$ cat src/csvt_pkg.sv
// ----------------------------------------------------------------------------
// csvt_pkg
// Types and constants shared by the CSV field tokenizer modules.
// ----------------------------------------------------------------------------
package csvt_pkg;

  localparam int POSITION_BITS = 32;
  localparam int COLUMN_BITS   = 16;
  localparam int ROW_BITS      = 32;
  localparam int CHAR_BITS     = 16;

  localparam logic [CHAR_BITS-1:0] CH_QUOTE = 16'd34;
  localparam logic [CHAR_BITS-1:0] CH_CR    = 16'd13;
  localparam logic [CHAR_BITS-1:0] CH_LF    = 16'd10;
  localparam logic [CHAR_BITS-1:0] DELIM_RESET = 16'd44;

  localparam logic [POSITION_BITS-1:0] POS_MAX = '1;
  localparam logic [COLUMN_BITS-1:0]   COL_MAX = '1;
  localparam logic [ROW_BITS-1:0]      ROW_MAX = '1;

  localparam int QUEUE_DEPTH = 2;
  localparam int QPTR_BITS   = $clog2(QUEUE_DEPTH);
  localparam int QCNT_BITS   = $clog2(QUEUE_DEPTH + 1);

  typedef enum logic {
    OP_CHAR = 1'b0,
    OP_END  = 1'b1
  } op_t;

  typedef enum logic [1:0] {
    MODE_START      = 2'd0,
    MODE_UNQUOTED   = 2'd1,
    MODE_QUOTED     = 2'd2,
    MODE_QUOTE_SEEN = 2'd3
  } field_mode_t;

  // One classified beat as it travels from the front to the back.
  typedef struct packed {
    logic op_end;
    logic bad;
    logic is_delim;
    logic is_quote;
    logic is_cr;
    logic is_lf;
  } csvt_beat_t;

  typedef struct packed {
    logic       valid;
    csvt_beat_t beat;
  } csvt_push_t;

endpackage

$ cat src/csvt_front.sv
// ----------------------------------------------------------------------------
// csvt_front
// Holds the delimiter register and classifies each input beat for the back.
// ----------------------------------------------------------------------------
module csvt_front import csvt_pkg::*; (
  input  logic                 clk,
  input  logic                 rst_n,
  input  logic                 cfg_valid,
  output logic                 cfg_ready,
  input  logic [CHAR_BITS-1:0] cfg_data,
  input  logic                 in_valid,
  output logic                 in_ready,
  input  logic                 in_operation,
  input  logic [CHAR_BITS-1:0] in_char_code,
  input  logic                 q_full,
  output csvt_push_t           push
);

  logic [CHAR_BITS-1:0] delim_r;
  logic [CHAR_BITS-1:0] delim_nxt;
  logic                 bad;
  logic                 is_end;

  assign cfg_ready = 1'b1;
  assign delim_nxt = (cfg_valid && cfg_ready) ? cfg_data : delim_r;

  always_ff @(posedge clk) begin
    if (!rst_n) begin
      delim_r <= DELIM_RESET;
    end else begin
      delim_r <= delim_nxt;
    end
  end

  assign bad    = delim_r inside {CH_CR, CH_LF, CH_QUOTE};
  assign is_end = (op_t'(in_operation) == OP_END);

  assign in_ready = !q_full;

  // Characters are dropped here while the delimiter is invalid.
  always_comb begin
    push.valid         = in_valid && in_ready && (is_end || !bad);
    push.beat.op_end   = is_end;
    push.beat.bad      = bad;
    push.beat.is_delim = (in_char_code == delim_r);
    push.beat.is_quote = (in_char_code == CH_QUOTE);
    push.beat.is_cr    = (in_char_code == CH_CR);
    push.beat.is_lf    = (in_char_code == CH_LF);
  end

endmodule

$ cat src/csvt_queue.sv
// ----------------------------------------------------------------------------
// csvt_queue
// Short queue of classified beats between the front and the back.
// ----------------------------------------------------------------------------
module csvt_queue import csvt_pkg::*; (
  input  logic       clk,
  input  logic       rst_n,
  input  csvt_push_t push,
  output logic       full,
  output logic       q_valid,
  output csvt_beat_t q_beat,
  input  logic       q_pop
);

  csvt_beat_t           mem_r [QUEUE_DEPTH];
  logic [QPTR_BITS-1:0] wr_ptr_r;
  logic [QPTR_BITS-1:0] wr_ptr_nxt;
  logic [QPTR_BITS-1:0] rd_ptr_r;
  logic [QPTR_BITS-1:0] rd_ptr_nxt;
  logic [QCNT_BITS-1:0] count_r;
  logic [QCNT_BITS-1:0] count_nxt;
  logic                 do_pop;

  assign full    = (count_r == QCNT_BITS'(QUEUE_DEPTH));
  assign q_valid = (count_r != '0);
  assign q_beat  = mem_r[rd_ptr_r];
  assign do_pop  = q_pop && q_valid;

  always_comb begin
    wr_ptr_nxt = wr_ptr_r;
    rd_ptr_nxt = rd_ptr_r;
    count_nxt  = count_r;
    if (push.valid) begin
      wr_ptr_nxt = (wr_ptr_r == QPTR_BITS'(QUEUE_DEPTH - 1)) ? '0 : wr_ptr_r + 1'b1;
    end
    if (do_pop) begin
      rd_ptr_nxt = (rd_ptr_r == QPTR_BITS'(QUEUE_DEPTH - 1)) ? '0 : rd_ptr_r + 1'b1;
    end
    if (push.valid && !do_pop) begin
      count_nxt = count_r + 1'b1;
    end else if (!push.valid && do_pop) begin
      count_nxt = count_r - 1'b1;
    end
  end

  always_ff @(posedge clk) begin
    if (!rst_n) begin
      wr_ptr_r <= '0;
      rd_ptr_r <= '0;
      count_r  <= '0;
    end else begin
      wr_ptr_r <= wr_ptr_nxt;
      rd_ptr_r <= rd_ptr_nxt;
      count_r  <= count_nxt;
    end
  end

  always_ff @(posedge clk) begin
    if (push.valid) begin
      mem_r[wr_ptr_r] <= push.beat;
    end
  end

endmodule

$ cat src/csvt_back.sv
// ----------------------------------------------------------------------------
// csvt_back
// Field state machine, position and column counters, and the result register.
// ----------------------------------------------------------------------------
module csvt_back import csvt_pkg::*; (
  input  logic                     clk,
  input  logic                     rst_n,
  input  logic                     q_valid,
  input  csvt_beat_t               q_beat,
  output logic                     q_pop,
  output logic                     out_valid,
  input  logic                     out_ready,
  output logic [POSITION_BITS-1:0] out_cell_start,
  output logic [POSITION_BITS-1:0] out_cell_end,
  output logic                     out_cell_quoted,
  output logic                     out_row_end,
  output logic [COLUMN_BITS-1:0]   out_column_index,
  output logic [ROW_BITS-1:0]      out_row_index,
  output logic [COLUMN_BITS-1:0]   out_max_columns,
  output logic                     out_bad_delimiter
);

  field_mode_t              mode_r, mode_nxt, eff_mode;
  logic                     crp_r, crp_nxt;
  logic [POSITION_BITS-1:0] begin_r, begin_nxt;
  logic [POSITION_BITS-1:0] pos_r, pos_nxt, pos_inc;
  logic [COLUMN_BITS-1:0]   cols_r, cols_nxt, cols_inc;
  logic [ROW_BITS-1:0]      rows_r, rows_nxt;
  logic [COLUMN_BITS-1:0]   widest_r, widest_nxt, widest_upd;
  logic                     out_valid_r, out_valid_nxt;

  logic [POSITION_BITS-1:0] start_r;
  logic [POSITION_BITS-1:0] end_r;
  logic                     quoted_r;
  logic                     row_end_r;
  logic [COLUMN_BITS-1:0]   col_idx_r;
  logic [ROW_BITS-1:0]      row_idx_r;
  logic [COLUMN_BITS-1:0]   max_cols_r;
  logic                     bad_r;

  logic                     fire;
  logic                     emit;
  logic                     em_bad;
  logic                     em_quoted;
  logic                     em_row;
  logic [POSITION_BITS-1:0] em_end;
  logic                     adv_field;
  logic                     clear;

  assign fire     = q_valid && (!out_valid_r || out_ready);
  assign q_pop    = fire;
  assign pos_inc  = (pos_r == POS_MAX) ? pos_r : pos_r + 1'b1;
  assign cols_inc = (cols_r == COL_MAX) ? cols_r : cols_r + 1'b1;
  assign widest_upd = (cols_inc > widest_r) ? cols_inc : widest_r;

  always_ff @(posedge clk) begin
    if (!rst_n) begin
      mode_r      <= MODE_START;
      crp_r       <= 1'b0;
      begin_r     <= '0;
      pos_r       <= '0;
      cols_r      <= '0;
      rows_r      <= '0;
      widest_r    <= '0;
      out_valid_r <= 1'b0;
    end else begin
      mode_r      <= mode_nxt;
      crp_r       <= crp_nxt;
      begin_r     <= begin_nxt;
      pos_r       <= pos_nxt;
      cols_r      <= cols_nxt;
      rows_r      <= rows_nxt;
      widest_r    <= widest_nxt;
      out_valid_r <= out_valid_nxt;
    end
  end

  always_comb begin
    mode_nxt   = mode_r;
    crp_nxt    = crp_r;
    begin_nxt  = begin_r;
    pos_nxt    = pos_r;
    cols_nxt   = cols_r;
    rows_nxt   = rows_r;
    widest_nxt = widest_r;
    eff_mode   = mode_r;
    emit       = 1'b0;
    em_bad     = 1'b0;
    em_quoted  = 1'b0;
    em_row     = 1'b0;
    em_end     = pos_r;
    adv_field  = 1'b0;
    clear      = 1'b0;

    if (fire) begin
      if (q_beat.op_end) begin
        if (q_beat.bad) begin
          em_bad = 1'b1;
        end else begin
          emit      = 1'b1;
          em_quoted = (mode_r == MODE_QUOTE_SEEN) && !crp_r;
          em_row    = 1'b1;
        end
        clear = 1'b1;
      end else begin
        pos_nxt = pos_inc;
        crp_nxt = 1'b0;
        if (crp_r && q_beat.is_lf) begin
          emit      = 1'b1;
          em_end    = (pos_r != '0) ? pos_r - 1'b1 : '0;
          em_quoted = (mode_r == MODE_QUOTE_SEEN);
          em_row    = 1'b1;
          adv_field = 1'b1;
        end else begin
          // A CR after a closing quote that is not followed by LF is dirty text.
          if (crp_r && mode_r == MODE_QUOTE_SEEN) begin
            eff_mode = MODE_UNQUOTED;
          end
          mode_nxt = eff_mode;
          case (eff_mode)
            MODE_START: begin
              if (q_beat.is_delim) begin
                emit      = 1'b1;
                adv_field = 1'b1;
              end else if (q_beat.is_quote) begin
                begin_nxt = pos_r;
                mode_nxt  = MODE_QUOTED;
              end else if (q_beat.is_cr) begin
                crp_nxt  = 1'b1;
                mode_nxt = MODE_UNQUOTED;
              end else if (q_beat.is_lf) begin
                emit      = 1'b1;
                em_row    = 1'b1;
                adv_field = 1'b1;
              end else begin
                mode_nxt = MODE_UNQUOTED;
              end
            end
            MODE_UNQUOTED: begin
              if (q_beat.is_delim) begin
                emit      = 1'b1;
                adv_field = 1'b1;
              end else if (q_beat.is_cr) begin
                crp_nxt = 1'b1;
              end else if (q_beat.is_lf) begin
                emit      = 1'b1;
                em_row    = 1'b1;
                adv_field = 1'b1;
              end
            end
            MODE_QUOTED: begin
              if (q_beat.is_quote) begin
                mode_nxt = MODE_QUOTE_SEEN;
              end
            end
            default: begin
              if (q_beat.is_quote) begin
                mode_nxt = MODE_QUOTED;
              end else if (q_beat.is_delim) begin
                emit      = 1'b1;
                em_quoted = 1'b1;
                adv_field = 1'b1;
              end else if (q_beat.is_cr) begin
                crp_nxt = 1'b1;
              end else if (q_beat.is_lf) begin
                emit      = 1'b1;
                em_quoted = 1'b1;
                em_row    = 1'b1;
                adv_field = 1'b1;
              end else begin
                mode_nxt = MODE_UNQUOTED;
              end
            end
          endcase
        end
      end
    end

    if (emit) begin
      cols_nxt = cols_inc;
      if (em_row) begin
        widest_nxt = widest_upd;
        cols_nxt   = '0;
        rows_nxt   = (rows_r == ROW_MAX) ? rows_r : rows_r + 1'b1;
      end
    end
    if (adv_field) begin
      begin_nxt = pos_inc;
      mode_nxt  = MODE_START;
    end
    if (clear) begin
      mode_nxt   = MODE_START;
      crp_nxt    = 1'b0;
      begin_nxt  = '0;
      pos_nxt    = '0;
      cols_nxt   = '0;
      rows_nxt   = '0;
      widest_nxt = '0;
    end

    if (fire && (emit || em_bad)) begin
      out_valid_nxt = 1'b1;
    end else if (out_ready) begin
      out_valid_nxt = 1'b0;
    end else begin
      out_valid_nxt = out_valid_r;
    end
  end

  always_ff @(posedge clk) begin
    if (fire && em_bad) begin
      start_r    <= '0;
      end_r      <= '0;
      quoted_r   <= 1'b0;
      row_end_r  <= 1'b0;
      col_idx_r  <= '0;
      row_idx_r  <= '0;
      max_cols_r <= '0;
      bad_r      <= 1'b1;
    end else if (fire && emit) begin
      start_r    <= begin_r;
      end_r      <= em_end;
      quoted_r   <= em_quoted;
      row_end_r  <= em_row;
      col_idx_r  <= cols_r;
      row_idx_r  <= rows_r;
      max_cols_r <= em_row ? widest_upd : widest_r;
      bad_r      <= 1'b0;
    end
  end

  assign out_valid         = out_valid_r;
  assign out_cell_start    = start_r;
  assign out_cell_end      = end_r;
  assign out_cell_quoted   = quoted_r;
  assign out_row_end       = row_end_r;
  assign out_column_index  = col_idx_r;
  assign out_row_index     = row_idx_r;
  assign out_max_columns   = max_cols_r;
  assign out_bad_delimiter = bad_r;

endmodule

$ cat src/csv_field_tokenizer_core.sv
// ----------------------------------------------------------------------------
// csv_field_tokenizer_core
// Streaming CSV field splitter: one UTF-16 character per beat, one result
// beat per completed field.
// ----------------------------------------------------------------------------
// Usage: each input beat carries one character (operation 0) or the end of the
// document (operation 1). A field ends at the delimiter, at LF, at CRLF and at
// the end marker, and each ending gives one result beat with its start and
// end positions, quoted flag, row end flag, column, row and widest row so far.
// The cfg channel writes the delimiter (reset 44) and is always ready; write
// it only while no beats are in flight. An invalid delimiter (CR, LF or quote)
// drops character beats and makes the end marker return one error beat.
// Throughput is one beat per cycle on both channels while out_ready is high;
// the front classifies a beat into a two-entry queue and the back runs the field
// state machine once per cycle into a result register. An accepted beat waits
// in the queue and its result then in the result register. When the receiver
// stalls, the result register holds and the queue fills, after which in_ready
// falls. Reset restores control state, delimiter and queue, not the result fields.
// ----------------------------------------------------------------------------
module csv_field_tokenizer_core import csvt_pkg::*; (
  input  logic                     clk,
  input  logic                     rst_n,
  input  logic                     cfg_valid,
  output logic                     cfg_ready,
  input  logic [CHAR_BITS-1:0]     cfg_data,
  input  logic                     in_valid,
  output logic                     in_ready,
  input  logic                     in_operation,
  input  logic [CHAR_BITS-1:0]     in_char_code,
  output logic                     out_valid,
  input  logic                     out_ready,
  output logic [POSITION_BITS-1:0] out_cell_start,
  output logic [POSITION_BITS-1:0] out_cell_end,
  output logic                     out_cell_quoted,
  output logic                     out_row_end,
  output logic [COLUMN_BITS-1:0]   out_column_index,
  output logic [ROW_BITS-1:0]      out_row_index,
  output logic [COLUMN_BITS-1:0]   out_max_columns,
  output logic                     out_bad_delimiter
);

  csvt_push_t push;
  logic       q_full;
  logic       q_valid;
  csvt_beat_t q_beat;
  logic       q_pop;

  csvt_front u_front (
    .clk          (clk),
    .rst_n        (rst_n),
    .cfg_valid    (cfg_valid),
    .cfg_ready    (cfg_ready),
    .cfg_data     (cfg_data),
    .in_valid     (in_valid),
    .in_ready     (in_ready),
    .in_operation (in_operation),
    .in_char_code (in_char_code),
    .q_full       (q_full),
    .push         (push)
  );

  csvt_queue u_queue (
    .clk     (clk),
    .rst_n   (rst_n),
    .push    (push),
    .full    (q_full),
    .q_valid (q_valid),
    .q_beat  (q_beat),
    .q_pop   (q_pop)
  );

  csvt_back u_back (
    .clk               (clk),
    .rst_n             (rst_n),
    .q_valid           (q_valid),
    .q_beat            (q_beat),
    .q_pop             (q_pop),
    .out_valid         (out_valid),
    .out_ready         (out_ready),
    .out_cell_start    (out_cell_start),
    .out_cell_end      (out_cell_end),
    .out_cell_quoted   (out_cell_quoted),
    .out_row_end       (out_row_end),
    .out_column_index  (out_column_index),
    .out_row_index     (out_row_index),
    .out_max_columns   (out_max_columns),
    .out_bad_delimiter (out_bad_delimiter)
  );

endmodule

$ cat config.mk
export PLATFORM = sky130hd
export DESIGN_NAME = csv_field_tokenizer_core
export DESIGN_NICKNAME = d
export VERILOG_FILES = /design/src/csvt_pkg.sv /design/src/csvt_front.sv /design/src/csvt_queue.sv /design/src/csvt_back.sv /design/src/csv_field_tokenizer_core.sv
export SDC_FILE = /design/constraint.sdc
export NUM_CORES = 1
export LEC_CHECK = 0
export BUFFER_PORTS_ARGS = -buffer_cell sky130_fd_sc_hd__buf_2
export CAP_MARGIN = 20
export CORE_ASPECT_RATIO = 0.5
export CORE_UTILIZATION = 46
export DETAILED_ROUTE_END_ITERATION = 10
export PLACE_DENSITY = 0.77
export RECOVER_POWER = 100
export SKIP_LAST_GASP = 1
export SYNTH_ARGS = -nofsm -noshare
export SYNTH_HDL_FRONTEND = slang
export SYNTH_SLANG_ARGS = --single-unit
export TNS_END_PERCENT = 10
$ cat constraint.sdc
create_clock -name clk -period 4.1 [get_ports clk]
set_input_delay 0.615 -clock clk [delete_from_list [all_inputs] [get_ports clk]]
set_output_delay 0.615 -clock clk [all_outputs]
set_load 0.02 [all_outputs]
Yosys cells after proc, flatten, opt, wreduce, memory -nomap -nowiden
Memories as Yosys holds them, arrays and structs flattened. A register that Yosys moved wholly into a read port is not among the register bits.
Cells that the tools add are included.
- flip-flop bits (word level): 283
- memory bits (writable): 12
- input port bits: 38
- output and inout bits: 134
- memories: 1
- add/sub/neg operators: 8
- $lt $le $gt $ge: 1
- equal/unequal tests: 17
- mux-type cells: 76
- bitwise operators: 4
- reductions and logical operators: 37
- memories (memory ; words ; width ; read ports ; clocked after memory_dff ; write ports ; line ; RTL):
    u_queue.mem_r ; 2 ; 6 ; 1 ; 1 ; 1 ; csvt_queue.sv:15 ; csvt_beat_t mem_r [QUEUE_DEPTH];
- operators by type and width (cell ; count):
    $mux W32 ; 12
    $add A32 B1 Y32 const B ; 2
    $eq A16 B4 Y1 const B ; 4
    $eq A32 B32 Y1 const B ; 2
    $mux W16 ; 4
    $mux W1 ; 42
    $eq A16 B6 Y1 const B ; 2
    $reduce_bool A32 Y1 ; 1
    $sub A32 B1 Y32 const B ; 1
    $mux W2 ; 14
    $add A16 B1 Y16 const B ; 1
    $eq A16 B16 Y1 ; 1
    $eq A16 B16 Y1 const B ; 1
    $gt A16 B16 Y1 ; 1
    $logic_and A1 B1 Y1 ; 12
    $reduce_bool A2 Y1 ; 6
    $pmux W1 S3 ; 3
    $eq A2 B2 Y1 const B ; 3
    $logic_not A1 Y1 ; 6
    $ne A2 B1 Y1 const B ; 3
    $pmux W2 S3 ; 1
    $reduce_and A3 Y1 ; 2
    $reduce_and A6 Y1 ; 1
    $reduce_or A3 Y1 ; 2
    other kinds (10) ; 16

Longest topological paths before layout
- depth after elaboration: 14
- gate-level depth with buffers: 16
- gate-level depth less buffers: 14

Cells and area by module
From an unflattened synthesis, not the netlist that was laid out.
- cell total of the unflattened synthesis: 1758
- area, all modules: 14321.2 um^2
- by module, submodules not included (module ; times used ; cells an instance ; area an instance (um^2) ; seq. area each (um^2)):
    csvt_back ; 1 ; 1618 ; 12724.7 ; 5265.0
    csvt_front ; 1 ; 99 ; 944.7 ; 320.3
    csvt_queue ; 1 ; 41 ; 651.9 ; 460.4

Worst setup path after synthesis
OpenSTA, ideal clock, no wires.
- path kind: register to register
- start point: register u_back.cols_r[0]
- end point: register u_back.max_cols_r[12], in the netlist u_back.out_max_columns[12]
- library setup time: 133 ps
- arrival time: 3597 ps
- slack: 370 ps
- cell stages (with the launch flop): 17
- path buffers: 3
- clock period less this slack: 3730 ps
- cells stage by stage: dfxtp_1 > ha_1 > and4_1 > nand4_1 > or3b_2 > clkbuf_1 > mux2_2 > ha_1 > nor2b_1 > o211ai_1 > a211oi_1 > nor4_1 > or3_1 > buf_2 > buf_6 > mux2i_1 > a21oi_1
- longest elaborated chain between the ends: 5
- elaborated cells on any way between the ends: 6
- those cells by class: add/sub (1); order compare (1); eq/ne (1); mux (3)
- ends and longest elaborated chain (item ; line ; RTL):
    from (decl) ; csvt_back.sv:27 ; logic [COLUMN_BITS-1:0] cols_r, cols_nxt, cols_inc;
    from (signal assigned) ; csvt_back.sv:71 ; cols_r <= cols_nxt;
    $add A16 B1 Y16 or $eq A16 B16 Y1 (tied branches) ; csvt_back.sv:53 ; assign cols_inc = (cols_r == COL_MAX) ? cols_r : cols_r + 1'b1;
    $mux W16 * ; csvt_back.sv:53 ;
    $gt A16 B16 Y1 ; csvt_back.sv:54 ; assign widest_upd = (cols_inc > widest_r) ? cols_inc : widest_r;
    $mux W16 * ; csvt_back.sv:54 ;
    $mux W16 * ; - ;
    to (signal assigned) ; csvt_back.sv:227 ; max_cols_r <= em_row ? widest_upd : widest_r;
    to (decl) ; csvt_back.sv:38 ; logic [COLUMN_BITS-1:0] max_cols_r;
Every way passes the cells marked *; elsewhere a longest branch is shown, timed or not.
A chain may end at the register's enable or synchronous reset.

==> impl_summary.txt <==
----------------------------------------------------
[Floorplanning]
  Initial cell density of the core ... 47.1%
  Number of core rows ... 44
  I/O pins ... 172
  Placeable core area ... 29200 um^2
  Area of the die ... 30600 um^2
  Die W ... 246 um
  Chip height ... 124 um

[Synth]
  Number of nets in the synthesized netlist ... 1677
  Number of synthesized register bits ... 296
  Dominant combinational cell family by area after synthesis ... simple AND/OR/NAND/NOR gates
  Area share of and/or/nand/nor cells after synthesis ... 22.4%
  Post-synth cell types ... 76
  Area contributors post-synth ... sky130_fd_sc_hd__dfxtp_1 (41%), sky130_fd_sc_hd__a21oi_1 (4.6%), sky130_fd_sc_hd__nor2_1 (4.3%), sky130_fd_sc_hd__xnor2_1 (4.3%), sky130_fd_sc_hd__nand2_1 (4.1%)
  Complex-gate fraction of the synthesized area ... 17.9%
  Asr flop ratio synth ... 0%
  Proportion of synthesized area in mux cells ... 3.13%
  Post-synthesis adder-cell area fraction ... 2.00%
  Dominant register cell in the synthesized netlist ... sky130_fd_sc_hd__dfxtp_1
  Synth Area per Inst ... 8.49 um^2
  Sequential share of the synthesized area ... 44.0%
  EDFF count, synth ... 12
  Mapped cell area ... 13700 um^2
  Synth Area in XOR/XNOR ... 5.87%
  Most area-hungry cell type in the Yosys netlist ... sky130_fd_sc_hd__dfxtp_1
  Post-synthesis instance total ... 1617
  Most frequent cells after synthesis ... sky130_fd_sc_hd__dfxtp_1 (284), sky130_fd_sc_hd__nor2_1 (158), sky130_fd_sc_hd__nand2_1 (151)
  Synth warn ... 0
  Area share of the largest cell type after synthesis ... 41.4%
  Top-count cell post-synth ... sky130_fd_sc_hd__dfxtp_1

[STA]
  Fin. Hold Viols ... 0
  Final-layout setup total negative slack ... 0 ns
  Tmin final ... 3.86 ns
  Fmax ... 259 MHz
  Setup Viol. Count Final ... 0
  Post-route fraction of the period consumed by the critical path ... 94.2%
  RSZ-0062 raised after global routing ... false
  Worst-Margin Slew ... 1.59 ns
  Clock Skew ... 0.0117 ns
  Slew Viols, Final ... 31
  Worst-case headroom to the max-slew limit ... -5.91%

[Finish]
  ANT cells ... 0
  # nets final ... 1776
  Synthesis-to-layout area growth ... 12.8%
  Share of post-route cells with drive strength above 1 ... 7.32%
  Final Non-Filler Cells ... 2126

[Clock tree]
  Clock Latency Late Sink ... 0.54 ns
  Buffer levels on the longest clock path ... 3
  Hold-fix buffer count after cts ... 0
  Total clock buffers created by CTS ... 26
  Clock root cell ... sky130_fd_sc_hd__clkbuf_16
  H-tree Lvls ... 1
  TritonCTS clock tree ... built
  Clock input transition at the sequential cells of the worst setup and hold paths ... 0.07 ns
  Count of clock tree sinks ... 296

[Drt]
  Number of DRC violations after detailed-routing iteration 0 ... 1201
  Routed via count ... 12.5k
  Wirelength per Cell ... 17.6 um
  Antenna-violating nets left ... 0
  Total DRC errors in the routed layout ... 0
  WL final ... 37400 um
  Routed vias/inst ... 5.88
  Drt pass-1 iters ... 5

[Worst setup path]
  Crit-path max cell delay ... 0.95 ns
  Cell with the largest stage delay on the worst path ... sky130_fd_sc_hd__nand2_1
  Cells along the critical path ... mux2_4 -> or3_1 -> nor2_1 -> a31oi_4 -> nand2_1 -> buf_4 -> nand4b_1 -> a21oi_1
  Critical R2R Capture ... u_back.cols_r[3]
  Signal arrival time at the worst endpoint ... 4.32 ns
  Critical Path Sink Type ... register
  Kind of start point of the critical path ... register
  Cell depth of the worst flop-to-flop path ... 8
  Register-to-register setup slack ... 0.24 ns
  Capture point of the worst path ... u_back.cols_r[3]
  Required @ worst endpoint ... 4.56 ns
  Maximum fanout along the worst path ... 35
  Critical path type ... reg2reg

[Status]
  Failing checks ... max-capacitance violations, max-slew violations
  Result of the run ... finished, violations left

[Global route]
  Wire length of the first global-routing pass ... 58700 um
  Initial antenna violation count ... 0
  Via count of the first global-routing pass ... 11.2k
  Largest net degree at the start of global routing ... 67
  Total global routing track utilization ... 23.6%
  Overflow after GRT ... 0

[Placed design]
  Detailed placer's ending HPWL ... 26000 um
  Final RePlAce weighted congestion ... 0.917
  Total placed cells including tap cells ... 2077
  Number of port buffers ... 170

[Flow run]
  Max-cap viol count ... 1

[Power]
  LEAKAGE ... 5.35 nW
  PnR Total Power ... 8.64 mW
  Ratio of total power to cell area ... 558 nW/um^2
  Worst IR Drop VDD ... 0.000394 V

[Hold path]
  Classification of the worst-slack hold path ... in2reg

----------------------------------------------------
-- logic make-up after synthesis --
group	Yosys count
compound gates	376
flops	296
fa+ha+maj	22
other cells	1
mux	42
buf+inv	163
xor+xnor	92
simple gates	625
-- worst max-delay path, delay by kind of cell, from the launching register on --
kind | cells | cell delay [ns]
AND/OR/NAND/NOR | 4 | 1.95
flip-flops | 1 | 0.63
buffers and inverters | 1 | 0.43
multiplexers | 1 | 0.38
AO/OA/AOI/OAI | 2 | 0.36
-- through the flow --
step                setup WS (ns)  hold slack (ns)  util [%]  cell area (um^2)
floorplan                   0.370            0.433         -             13700
finish                      0.236            0.286      53.1             15500
global placement            0.222            0.434      50.8             14800
detailed placement          0.124            0.442      50.8             14800
CTS                        0.0809            0.266      53.8             15700
global route               0.0132            0.273      53.1             15500
-- report_power, final --
group | internal, mW | switching [mW]
clock | 1.42 | 1.07
sequential | 3.26 | 0.246
combinational | 0.730 | 1.92
-- cell type report --
class	instances	area, um^2
fillers	2782	13700
multi-input cells	1158	7070
repair buffers	200	898
inverters	34	128
clock buffers	43	816
well taps	391	489
clock inverters	4	47.5
flip-flops and latches	296	6050
-- registers in the layout, indices dropped and copies added, names as in the netlist, 2 cells and up, named ones only --
signal / flops
u_back.out_row_index: 32
u_back.cols_r: 16
u_queue.mem_r: 12
u_back.out_cell_start: 32
u_back.pos_r: 32
u_back.out_max_columns: 16
u_back.out_cell_end: 32
u_queue.count_r: 2
u_back.out_column_index: 16
u_back.rows_r: 32
u_back.widest_r: 16
u_front.delim_r: 16
u_back.mode_r: 2
u_back.begin_r: 32
-- cells in the final DEF (no fill, tap or decap), types with 23 or more instances in the layout --
cell and instances:
sky130_fd_sc_hd__clkbuf_1 146, sky130_fd_sc_hd__xnor2_1 67, sky130_fd_sc_hd__inv_1 34, sky130_fd_sc_hd__o21ai_0 82, sky130_fd_sc_hd__clkbuf_16 27, sky130_fd_sc_hd__nand3_1 77
sky130_fd_sc_hd__or3_1 23, sky130_fd_sc_hd__a21oi_1 128, sky130_fd_sc_hd__mux2i_1 37, sky130_fd_sc_hd__nand4_1 29, sky130_fd_sc_hd__nor2_1 157, sky130_fd_sc_hd__a32o_1 56
sky130_fd_sc_hd__nor4_1 25, sky130_fd_sc_hd__buf_2 34, sky130_fd_sc_hd__nor3_1 68, sky130_fd_sc_hd__dfxtp_1 284, sky130_fd_sc_hd__nand2_1 150, sky130_fd_sc_hd__xor2_1 25
-- how the worst min path moves through the flow --
stage | start | endpoint | slack (ns) | cells past startpoint
2_1_floorplan | u_back.begin_r[16] | u_back.out_cell_start[16] | 0.43 | 2
3_3_place_gp | u_back.out_cell_start[27] | u_back.out_cell_start[27] | 0.43 | 2
3_5_place_dp | u_back.out_cell_start[21] | u_back.out_cell_start[21] | 0.44 | 2
4_1_cts | in_operation | u_queue.mem_r[0][5] | 0.27 | 1
5_1_grt | rst_n | u_front.delim_r[3] | 0.27 | 2
6_report | rst_n | u_front.delim_r[3] | 0.29 | 2
-- per-layer routing --
layer	up-vias	wire, um	global-route usage (%)
met5	-	0	0
met3	73	2600	4.65
li1	6033	-	-
met2	445	17100	38.4
met4	0	966	7.95
met1	5943	16700	31.6
-- what timing repair did --
item                       in CTS  in global routing
resized for setup               0                  4
setup buffers                   0                  2
setup endpoints to repair       0                 32
Power figures use the tool's default switching activity.
